==> src/hdl/srf_pkg.sv <==
// Shared types, codes and sizes of the stream receive reassembly block.
package srf_pkg;

  // Ring depth in bytes; must be a power of two (positions wrap by truncation).
  localparam int unsigned RingBytes = 4096;
  localparam int unsigned RingAw    = $clog2(RingBytes);
  localparam int unsigned RingDw    = 9;  // present bit + byte

  localparam int unsigned OffW = 64;

  localparam logic [1:0] OpHeader = 2'd0;
  localparam logic [1:0] OpData   = 2'd1;
  localparam logic [1:0] OpRead   = 2'd2;
  localparam logic [1:0] OpReset  = 2'd3;

  localparam logic [2:0] StOk        = 3'd0;
  localparam logic [2:0] StIgnored   = 3'd1;
  localparam logic [2:0] StFinalSize = 3'd2;
  localparam logic [2:0] StFlow      = 3'd3;
  localparam logic [2:0] StNoData    = 3'd4;
  localparam logic [2:0] StEnd       = 3'd5;
  localparam logic [2:0] StReset     = 3'd6;

  localparam logic [12:0] StreamWindowRst = 13'd4096;
  localparam logic [20:0] ConnWindowRst   = 21'd65536;

  localparam logic [2:0] AddrStreamWindow = 3'd0;
  localparam logic [2:0] AddrConnWindow   = 3'd4;

  typedef struct packed {
    logic [1:0]  opcode;
    logic [61:0] offset;
    logic [15:0] length;
    logic        fin;
    logic [7:0]  data_byte;
    logic [61:0] error_code;
  } item_t;

  typedef struct packed {
    logic [2:0]  status;
    logic [7:0]  read_byte;
    logic [61:0] app_error;
    logic [61:0] stream_limit;
    logic        stream_limit_raised;
    logic [61:0] conn_limit_out;
    logic        conn_limit_raised;
  } result_t;

  typedef struct packed {
    logic [12:0] stream_window;
    logic [20:0] conn_window;
  } win_t;

endpackage

==> src/hdl/srf_cfg.sv <==
// APB register file holding the stream and connection credit windows.
module srf_cfg (
  input  logic         clk_i,
  input  logic         rst_ni,
  input  logic         psel,
  input  logic         penable,
  input  logic         pwrite,
  input  logic [2:0]   paddr,
  input  logic [31:0]  pwdata,
  output logic [31:0]  prdata,
  output logic         pready,
  output srf_pkg::win_t win_o
);

  logic [12:0] sw_q;
  logic [20:0] cw_q;
  logic        wr;

  assign wr     = psel && penable && pwrite;
  assign pready = 1'b1;

  always_ff @(posedge clk_i or negedge rst_ni) begin
    if (!rst_ni) begin
      sw_q <= srf_pkg::StreamWindowRst;
      cw_q <= srf_pkg::ConnWindowRst;
    end else if (wr) begin
      case (paddr)
        srf_pkg::AddrStreamWindow: sw_q <= pwdata[12:0];
        srf_pkg::AddrConnWindow:   cw_q <= pwdata[20:0];
        default: ;
      endcase
    end
  end

  always_comb begin
    case (paddr)
      srf_pkg::AddrStreamWindow: prdata = {19'd0, sw_q};
      srf_pkg::AddrConnWindow:   prdata = {11'd0, cw_q};
      default:                   prdata = 32'd0;
    endcase
  end

  assign win_o = '{stream_window: sw_q, conn_window: cw_q};

endmodule

==> config.mk <==
export PLATFORM = sky130hd
export DESIGN_NAME = srf_cfg
export DESIGN_NICKNAME = d
export VERILOG_FILES = /design/src/hdl/srf_pkg.sv /design/src/hdl/srf_cfg.sv
export SDC_FILE = /design/constraint.sdc
export NUM_CORES = 1
export LEC_CHECK = 0
export ABC_AREA = 1
export BUFFER_PORTS_ARGS = -buffer_cell sky130_fd_sc_hd__clkbuf_2
export CAP_MARGIN = 20
export CORE_ASPECT_RATIO = 1.1
export CORE_MARGIN = 2
export CORE_UTILIZATION = 48
export DETAILED_ROUTE_END_ITERATION = 6
export PLACE_DENSITY_LB_ADDON = 0.12
export SYNTH_ARGS = -nofsm -noshare
export SYNTH_HDL_FRONTEND = slang
export SYNTH_SLANG_ARGS = --single-unit
==> constraint.sdc <==
create_clock -name clk_i -period 1.6 [get_ports clk_i]
set_input_delay 0.16 -clock clk_i [delete_from_list [all_inputs] [get_ports clk_i]]
set_output_delay 0.16 -clock clk_i [all_outputs]
set_load 0.005 [all_outputs]
==> results of run 1 <==
## worst max-delay path: cells and delay by family (launching register included)
family / cells / cell delay (ps)
AOI/OAI and AO/OA: 1 / 150
DFF: 1 / 530
buffers and inverters: 2 / 170
## flip-flops by register name, summed over array words and instances (netlist names)
register / cells
sw_q: 13
cw_q: 21
## report_power, final
part | total (mW) | switching, mW | internal [mW]
combinational | 0.788 | 0.384 | 0.405
sequential | 1.20 | 0.127 | 1.07
clock | 0.639 | 0.292 | 0.347
total | 2.63 | 0.804 | 1.82
## how the worst min path moves through the flow
stage | endpoint | cells after the start
final | sw_q[12] | 3
after global placement | cw_q[10] | 1
after CTS | sw_q[12] | 3
after floorplan | cw_q[0] | 0
after global routing | cw_q[16] | 3
after detailed placement | cw_q[10] | 1
## layout by cell type, fill, tap and decap left out
cell	synthesis	layout
clkbuf_2	0	83
nand2_1	48	48
inv_1	36	36
nand3_1	34	34
dfrtp_1	32	32
o21bai_1	24	24
o21ai_0	12	12
conb_1	2	12
o21bai_2	10	10
nor2_1	9	9
buf_4	19	8
clkbuf_8	0	6
inv_2	2	2
nand2_2	2	2
dfstp_2	2	2
nor2_2	1	1
nor2_4	1	1
o21ai_1	1	1
nand3_2	1	1
clkbuf_1	2	1
clkinv_2	0	1
dlygate4sd3_1	0	1
buf_12	0	1
## logic make-up (layout without fill, tap and decap cells)
| family | Yosys count | in the layout | share of synthesized area (%) |
|---|---|---|---|
| simple gates | 96 | 96 | 21.44 |
| buf+inv | 65 | 139 | 16.95 |
| compound gates | 47 | 47 | 18.09 |
| flops | 34 | 34 | 43.14 |
| other cells | 2 | 12 | 0.3796 |
## cell type report
class                           instances  area (sq um)  share of cell area (%)
Clock buffer                            7         86.33                   3.474
Tap cell                               52         65.06                   2.618
Timing Repair Buffer                   93         505.5                   20.34
Inverter                               38         142.6                   5.740
Clock inverter                          1         5.005                  0.2014
Multi-Input combinational cell        155         827.0                   33.28
Sequential cell                        34         853.3                   34.34
## metrics by stage
stage	hold slack, ps	utilization [%]	worst slack (ps)
after floorplan	-135.6	-	699.8
after global placement	115.4	60.13	409.1
after detailed placement	125.1	60.13	375.7
after CTS	83.42	62.69	298.7
after global routing	90.53	62.69	249.0
final	92.23	62.69	315.4
## metal layers
metal,vias up,track usage (%)
met5,-,0
li1,903,-
met4,0,6.944
met3,2,6.122
met2,67,34.24
met1,780,26.99
## repair_timing
action	CTS	global route
endpoints found under the hold margin	12	0
buffers inserted	0	0
setup endpoints to repair	0	0
hold buffers	1	0
==> results.md, run 1 <==
* Dpl hpwl at 3.177 mm
* Final Cycle Share at between 80% and 90%
* Synthesis-stage register bit count at 34
* Max Fclk at just under 800 MHz
* Top cells by area, synth: dfrtp_1, nand2_1, o21bai_1, nand3_1, buf_4
* Synthesized instance count at 244
* Largest fanout on the critical path at 2
* Die height at 71.33 um
* Crit path cell chain: inv_1 -> o21ai_0 -> clkbuf_2
* Worst R2R Start: cw_q[16]
* P&R area growth vs syn at 25.62%
* RSZ-0062 raised after global routing: no
* Worst-path cell with the longest stage delay: dfstp_2
* TritonCTS Buffers at 5
* First-pass GRT wire length at 7.500 mm
* Final setup viols at 0
* Flop2flop setup slack at about 700 ps
* Congestion Overflow GR at 0
* CP Data Required Time at between 1000 and 1500 ps
* WL met3 at between 300 and 400 um
* Via/cell ratio at 4.611
* Vias at around 1800
* Total power at between 2 and 3 mW
* Cell Pwr Density at around 1100 mW/mm^2
* Startpoint types: flop
* Most used DFF post-synth: dfrtp_1
* Final Cell Area at about 0.0025 sq mm
* Setup TNS at 0 ps
* Count leader, synth: nand2_1
* Detailed Routing Iterations Pass 1 at 4
* Critical path class: reg2out
* Antenna diodes at 0
* Crit path arrival time at 1120 ps
* Cell count after placement at between 300 and 400
* Commonest cells in the synthesized netlist: nand2_1, inv_1, nand3_1
* Max-slew violations at 0
* GRT Total Usage at between 20% and 30%
* Clock tree buffer depth at 2
* Synthesized cell area at around 0.0020 sq mm
* Max IR drop VDD at approximately 0.63 mV
* PortBufs at 83
* Starting Density at between 40% and 50%
* Hold Vio Cnt, Final at 0
* Critical Path End Type: primary output
* Wl on met1 at around 2 mm
* Leak at 1.381 nW
* Worst hold path type: in2reg
* Finished Layout Cells at 380
* Clock sink count at 34
* Ys async rst share at 100.0%
* Drt total wl at about 4.5 mm
* Fill cells at 390
* Syn avg cell area at between 8 and 9 sq um
* CTS resizes at 0
* Synth top area share at around two fifths
* First DRT Iteration DRCs at between 60 and 70
* Crit-path max cell delay at roughly 530 ps
* Largest net degree at the start of global routing at 35
* Setup crit start: sw_q[12]
* Relative slew slack at 63.31%
* Core area at roughly 0.0040 sq mm
* Synth warn at 0
* Clock latency at the later pin of the worst-skew pair at 280 ps
* Final ANT Viol Nets at 0
* Outcome: complete, no violations
* Tmin final at 1285 ps
* DRC viols at 0
* Area of placed instances at roughly 0.0024 sq mm
* IO Pins at 107
* Actual slew at the worst max-slew pin at 549.6 ps
* Avg WL per Cell at 11.90 um
* Final Skew at 0 ps
* Post-synthesis sequential area ratio at ~43%
* Placer Congestion at just over 0.7
* Max Used Layer: met4
* Met2 routed WL at 2.123 mm
* Root buffer cell: clkbuf_8
* NumNets Final at between 300 and 400
* Yosys cell types at 20
* Worst-path clk slew at ~70 ps
* Crit path to: prdata[12]
* Initial antenna violation count at 0
* Reg2Reg Depth at 3
* CTS tree: done
* Row Count at 24
* H-Tree Level Count at 2
* Post-synth EDFFs at 0
* Full die area at between 0.004 and 0.005 sq mm
* Layout cells sized above 1 at between 30% and 40%
* Die W at about 65 um
* Post-synth top area cell: dfrtp_1
* Vias in the first global route at between 1500 and 2000
* Max_cap viols at 0
* FF-to-FF End: cw_q[16]
* Hold_sp: pwdata[12]
Power figures use the tool's default switching activity.
==> run 2, diff against run 1 <==
--- a/config.mk
+++ b/config.mk
@@ -10,7 +10,7 @@
 export CAP_MARGIN = 20
 export CORE_ASPECT_RATIO = 1.1
 export CORE_MARGIN = 2
-export CORE_UTILIZATION = 48
+export CORE_UTILIZATION = 45
 export DETAILED_ROUTE_END_ITERATION = 6
 export PLACE_DENSITY_LB_ADDON = 0.12
 export SYNTH_ARGS = -nofsm -noshare
==> constraint.sdc (replaced) <==
create_clock -name clk_i -period 1.3 [get_ports clk_i]
set_input_delay 0.13 -clock clk_i [delete_from_list [all_inputs] [get_ports clk_i]]
set_output_delay 0.13 -clock clk_i [all_outputs]
set_load 0.005 [all_outputs]
==> results.md, run 2 (synthesis results as in run 1) <==
* Outcome: complete, no violations
* Critical path class: reg2out
* Detailed Routing Iterations Pass 1 at 4 (unchanged)
* Vias in the first global route at 1694 (+4.6%)
* Commonest non-fill, non-tap cells in the layout: clkbuf_2, nand2_1, inv_1
* Total power at 3.251 mW (+24%)
* Avg WL per Cell at 11.65 um (-2.1%)
* Antenna diodes at 0 (unchanged)
* Initial antenna violation count at 0 (unchanged)
* Via/cell ratio at 4.674 (+1.4%)
* Startpoint types: flop
* Crit path cell chain: inv_1 -> o21ai_2 -> clkbuf_2
* Largest fanout on the critical path at 2 (unchanged)
* Worst-path cell with the longest stage delay: dfstp_2
* Most common cell after layout, fill and taps aside: clkbuf_2
* Hold Vio Cnt, Final at 0 (unchanged)
* Die W at 67.22 um (+3.1%)
* Reg with most FFs: cw_q
* Max_cap viols at 0 (unchanged)
* First DRT Iteration DRCs at 94 (+38%)
* Biggest registers after layout: cw_q x21, sw_q x13
* Max Fclk at 807.8 MHz
* Dpl hpwl at 3.329 mm (+4.8%)
* Fill cells at 410 (+5.1%)
* H-Tree Level Count at 2 (unchanged)
* Leak at 1.406 nW (+1.8%)
* Row Count at 25 (+4.2%)
* Crit-path max cell delay at 540 ps (about the same)
* CTS tree: done
* Cell Pwr Density at 1277 mW/mm^2 (+21%)
* Full die area at 0.004943 sq mm (+6.3%)
* Max FFs per register at 21 (unchanged)
* Core area at 0.004254 sq mm (+7.3%)
* Post-CTS setup buffers at 0 (unchanged)
* Finished Layout Cells at 386 (+1.6%)
* Worst-path clk slew at 70 ps (about the same)
* Congestion Overflow GR at 0 (unchanged)
* Worst hold path type: in2reg
* Flop2flop setup slack at 440 ps (-260 ps)
* P&R area growth vs syn at 28.72%
* Crit path arrival time at 1110 ps (about the same)
* Max IR drop VDD at 0.6912 mV (+9.5%)
* Clock latency at the later pin of the worst-skew pair at 270 ps (about the same)
* Cell count after placement at 377 (+1.6%)
* NumNets Final at 371 (+1.1%)
* PortBufs at 83 (unchanged)
* Die height at 73.54 um (+3.1%)
* Root buffer cell: clkbuf_8
* TritonCTS Buffers at 5 (unchanged)
* Worst path buffer plus inverter count at 2 (unchanged)
* Clock sink count at 34 (unchanged)
* Setup TNS at 0 ps (unchanged)
* Vias at 1804 (+3.0%)
* Final worst-path setup slack at 62.03 ps (-253.4 ps)
* Drt total wl at 4.496 mm (-0.55%)
* Largest net degree at the start of global routing at 26 (-26%)
* First-pass GRT wire length at 7.486 mm (-0.19%)
* Tmin final at between 1000 and 1500 ps
* CP Data Required Time at 1170 ps (-270 ps)
* Layout cells sized above 1 at 37.05% (+1.1 points)
* Final Cycle Share at a little over nine tenths
* Placer Congestion at 0.7484 (+3.1%)
* RSZ-0062 raised after global routing: no
* Critical Path End Type: primary output
* Pre-CTS WS at 159.0 ps (-216.7 ps)
* Final setup viols at 0 (unchanged)
* IO Pins at 107 (unchanged)
* Final ANT Viol Nets at 0 (unchanged)
* CP top delay family: flip-flops
* DRC viols at 0 (unchanged)
* GRT Total Usage at 19.94% (-1.1 points)
* Starting Density at 46.50% (-3.4 points)
* Hold WS at 36.83 ps (-55.41 ps)
* Clock tree buffer depth at 2 (unchanged)
* Max-slew violations at 0 (unchanged)
* Final Skew at 0 ps (unchanged)
-- run 2: cell types whose count changed in the layout (fill, tap and decap cells not counted) --
cell     change
buf_4        +2
o21ai_0      -1
buf_12       +2
o21ai_2      +1
-- run 2: routing by layer --
| metal | track usage (%) | up-vias | part of all wire (%) |
|---|---|---|---|
| met5 | 0 | - | 0 |
| met4 | 4.762 | 0 | 0.85 |
| met3 | 5.513 | 4 | 6.4 |
| met2 | 34.65 | 65 | 50 |
| met1 | 24.34 | 822 | 43 |
| li1 | - | 913 | - |
-- run 2: per-stage QoR --
step	util (%)	area, sq um
after detailed placement	57.38	2441
after CTS	59.76	2542
after global placement	57.38	2441
final	59.85	2546
after global routing	59.85	2546
after floorplan	-	2016
-- run 2: timing repair --
action,CTS,global route
pin swaps,0,1
resized for setup,1,1
setup endpoints to repair,1,1
hold buffers,1,0
hold endpoints to repair,9,0
-- run 2: power breakdown --
part | switching (mW) | leakage, nW | internal (mW)
Sequential | 0.154 | 0.383 | 1.32
Clock | 0.370 | 0.0482 | 0.427
Combinational | 0.470 | 0.975 | 0.511
Total | 0.993 | 1.41 | 2.26
-- run 2: final timing paths --
| kind | start | to | depth (start not counted) |
|---|---|---|---|
| worst max-delay path | sw_q[12] | prdata[12] | 3 |
| worst min-delay path | pwdata[16] | cw_q[16] | 3 |
| max in group asynchronous | rst_ni | sw_q[2] | 3 |
| worst min register to register | cw_q[16] | cw_q[16] | 3 |
| worst max register to register | cw_q[16] | cw_q[16] | 3 |
| min in group asynchronous | rst_ni | cw_q[14] | 2 |
-- run 2: layout make-up --
class | count | area [sq um] | share of cell area, %
sequential | 34 | 853.3 | 33.51
multi-input combinational | 155 | 830.8 | 32.63
timing repair buffer | 97 | 560.5 | 22.01
inverter | 38 | 142.6 | 5.602
clock buffer | 7 | 86.33 | 3.391
tap | 54 | 67.56 | 2.654
clock inverter | 1 | 5.005 | 0.1966
-- run 2: tightest hold or removal path: cells and delay by family --
kind / cells / cell delay [ps]
simple gates: 2 / 110
buf+inv: 1 / 80
